## config.mk

```make
export PLATFORM = sky130hd
export DESIGN_NAME = sgr_cmp
export DESIGN_NICKNAME = d
export VERILOG_FILES = /design/src/rtl/sgr_pkg.sv /design/src/rtl/sgr_cmp.sv
export SDC_FILE = /design/constraint.sdc
export NUM_CORES = 1
export LEC_CHECK = 0
export BUFFER_PORTS_ARGS = -buffer_cell sky130_fd_sc_hd__clkbuf_2
export CORE_MARGIN = 1.5
export CORE_UTILIZATION = 25
export DETAILED_ROUTE_END_ITERATION = 8
export SLEW_MARGIN = 10
export SYNTH_ARGS = -nofsm -noshare
export SYNTH_HDL_FRONTEND = slang
export SYNTH_SLANG_ARGS = --single-unit
```

## constraint.sdc

```tcl
create_clock -name vclk -period 1.45
set_input_delay 0.0725 -clock vclk [all_inputs]
set_output_delay 0.0725 -clock vclk [all_outputs]
set_load 0.005 [all_outputs]
```

## src/rtl/sgr_pkg.sv

```systemverilog
// Shared constants and types for the sort and group rank block.
// No dependencies.
package sgr_pkg;
  localparam int unsigned MaxRecords = 1024;
  localparam int unsigned MaxGroups  = 128;
  localparam int unsigned IdW    = 44;
  localparam int unsigned ScoreW = 8;
  localparam int unsigned GroupW = 7;
  localparam int unsigned RankW  = 11;
  localparam logic OpLoad  = 1'b0;
  localparam logic OpFetch = 1'b1;
endpackage

```

## src/rtl/sgr_cmp.sv

```systemverilog
// Sort-key compare unit: score descending, then id ascending.
// Depends on sgr_pkg.
module sgr_cmp (
  input  logic [sgr_pkg::ScoreW-1:0] a_score_i,
  input  logic [sgr_pkg::IdW-1:0]    a_id_i,
  input  logic [sgr_pkg::ScoreW-1:0] b_score_i,
  input  logic [sgr_pkg::IdW-1:0]    b_id_i,
  output logic                       a_first_o
);
  // Order by score, break ties by the smaller id
  assign a_first_o = (a_score_i != b_score_i) ? (a_score_i > b_score_i)
                                              : (a_id_i < b_id_i);
endmodule

```

==> flow_metrics.py <==
metrics = {
    "synth": {
        "syn-num-nets": 342,
        "ys_types": 28,
        "syn_avg_cell_area_um2": 7.21,
        "yosysSeqAreaShare_pct": 0,
        "yosysWarningCount": 0,
        "synth.largest_area_cell": "ha_1",
        "synth_area_um2": 1350,
        "synthTopCellsByArea": "ha_1 (47%), inv_1 (15%), a21oi_1 (5.2%)",
        "synth_top_cell_area_share_pct": 47.4,
        "netlist_instances": 187,
    },
    "global_route": {
        "antenna_found_initial": 0,
        "gr-usage-met2_pct": 21.7,
        "track_usage_pct": 10.8,
        "grt_max_degree": 5,
        "use_met3_pct": 0.958,
        "grt_pass1_vias": 1509,
        "grt-busiest-layer": "met2",
        "grt_pass1_wl_um": 5570,
        "gr-usage-met1_pct": 12.8,
        "grt_overflow": 0,
    },
    "floorplan": {
        "core-area_um2": 5140,
        "die_width_um": 76.4,
        "die_h_um": 76.4,
        "num_io_pins": 105,
        "start_util_pct": 26.2,
        "dieArea_um2": 5840,
        "rows": 26,
    },
    "final_layout": {
        "nClkBuffers": 0,
        "layout.nets": 456,
        "area_delta_synth_final_pct": 58.9,
        "final_cell_mix": "clkbuf_2 (104), inv_1 (52), ha_1 (45)",
        "num-fill-cells": 561,
        "flops_and_latches": 0,
        "drive_above_1_share_pct": 43.8,
        "final_area_um2": 2140,
        "seqCellArea_um2": 0,
        "layout_commonest_cell": "clkbuf_2",
        "utilization_pct": 41.7,
        "antenna_cells": 0,
    },
    "critical_path": {
        "crit_arrival_ns": 1.50,
        "start_kind": "input port",
        "cp_max_fo": 2,
        "path_class": "in -> out",
        "required_ns": 1.38,
        "setup.worst_path.end_class": "output port",
    },
    "route": {
        "wirelength_um": 3360,
        "vias": 1591,
        "detail_route.vias_per_cell": 4.31,
        "drc_errors": 0,
        "wl_per_cell_um": 9.09,
        "final_antenna_net_count": 0,
        "dr.pass1.iters": 4,
        "initialDrtViolationCount": 25,
    },
    "place": {
        "place.gp.congestion": 0.770,
        "port_buffers": 105,
        "dpl.hpwl_um": 3150,
        "dpl_cell_area_um2": 2010,
        "place_ws_ns": -0.234,
    },
    "sta": {
        "fin_ws_ns": -0.126,
        "finalMaxSlewViolations": 0,
        "hold_viol": 0,
        "worst_slew_pin_slew_ns": 0.380,
        "rsz0062_at_grt": "yes",
        "period_share_pct": 109,
        "maxSlewHeadroom_pct": 74.6,
        "setup_viol": 1,
        "period_needed_ns": 1.58,
        "fmax_mhz": 634,
    },
    "status": {
        "violations": "setup timing",
        "status": "complete, but fails checks",
    },
    "pwr": {
        "leakage_nw": 1.31,
        "irDropWorstVdd_v": 0.000140,
        "power_density_nw_per_um2": 255,
    },
    "flow_run": {
        "cap_viol_max_count": 0,
    },
    "min_path": {
        "whs_path_depth": 6,
        "min_path_type": "in -> out",
    },
    "clocking": {
        "post_cts_buffers": 0,
        "hold_buffers": 0,
    },
}
==> per-stage QoR <==
stage / setup TNS [ns] / instances / hold WS (ns) / total power, mW
after CTS: -0.166 / 369 / 0.711 / 0.523
after detailed placement: -0.234 / 369 / 0.703 / 0.496
after global placement: -0.199 / 369 / 0.705 / 0.490
final: -0.126 / 369 / 0.701 / 0.545
after floorplan: 0 / 187 / 0.458 / 0.274
after global routing: -0.257 / 369 / 0.760 / 0.625
==> layer usage <==
| metal | vias to the layer above | part of all wire (%) |
|---|---|---|
| met2 | 57 | 50 |
| met5 | - | 0 |
| li1 | 876 | - |
| met3 | 0 | 6.5 |
| met4 | 0 | 0 |
| met1 | 658 | 43 |
==> synth_stat cells, drive strengths merged <==
library cell	n
a2111oi	1
a211oi	5
a21o	2
a21oi	14
a221oi	2
and4	1
ha	51
inv	53
nand2	15
nand3	4
nand4	10
nor2	7
nor2b	2
nor3	2
nor4	2
o2111ai	1
o211ai	1
o21a	2
o21ai	8
o21bai	1
o221a	1
o221ai	1
or3	1
==> power breakdown <==
group	switching, mW	leakage [nW]	internal (mW)
registers	0	0	0
clock network	0	0	0
logic	0.250	1.31	0.295
==> worst paths after layout <==
check,slack [ns],end,from
setup / recovery,-0.13,a_first_o,b_score_i[7]
hold / removal,0.70,a_first_o,a_id_i[35]
==> worst max-delay path, stage by stage <==
cell and delay [ns]:
clkbuf_2 0.07, inv_1 0.03, ha_1 0.28, nand2_1 0.10
nor4_4 0.26, o221a_2 0.24, o2111ai_2 0.12, o211ai_1 0.19
buf_2 0.14
==> layout make-up <==
class / instances / area [um^2] / area share (%)
repair buffers: 112 / 578 / 27.0
multi-input cells: 134 / 1280 / 59.6
well taps: 70 / 87.6 / 4.09
inverters: 53 / 199 / 9.29
==> what timing repair did <==
item	in CTS	in global routing
setup endpoints to repair	1	1
gates resized for setup	6	11
gates cloned	0	0
pin swaps	1	2
==> cells by family after synthesis <==
| family | synth area share, % |
|---|---|
| simple gates | 19.1 |
| fa+ha+maj | 47.4 |
| compound gates | 18.8 |
| buf+inv | 14.8 |
No activity file was read; power rests on OpenSTA's default activity.
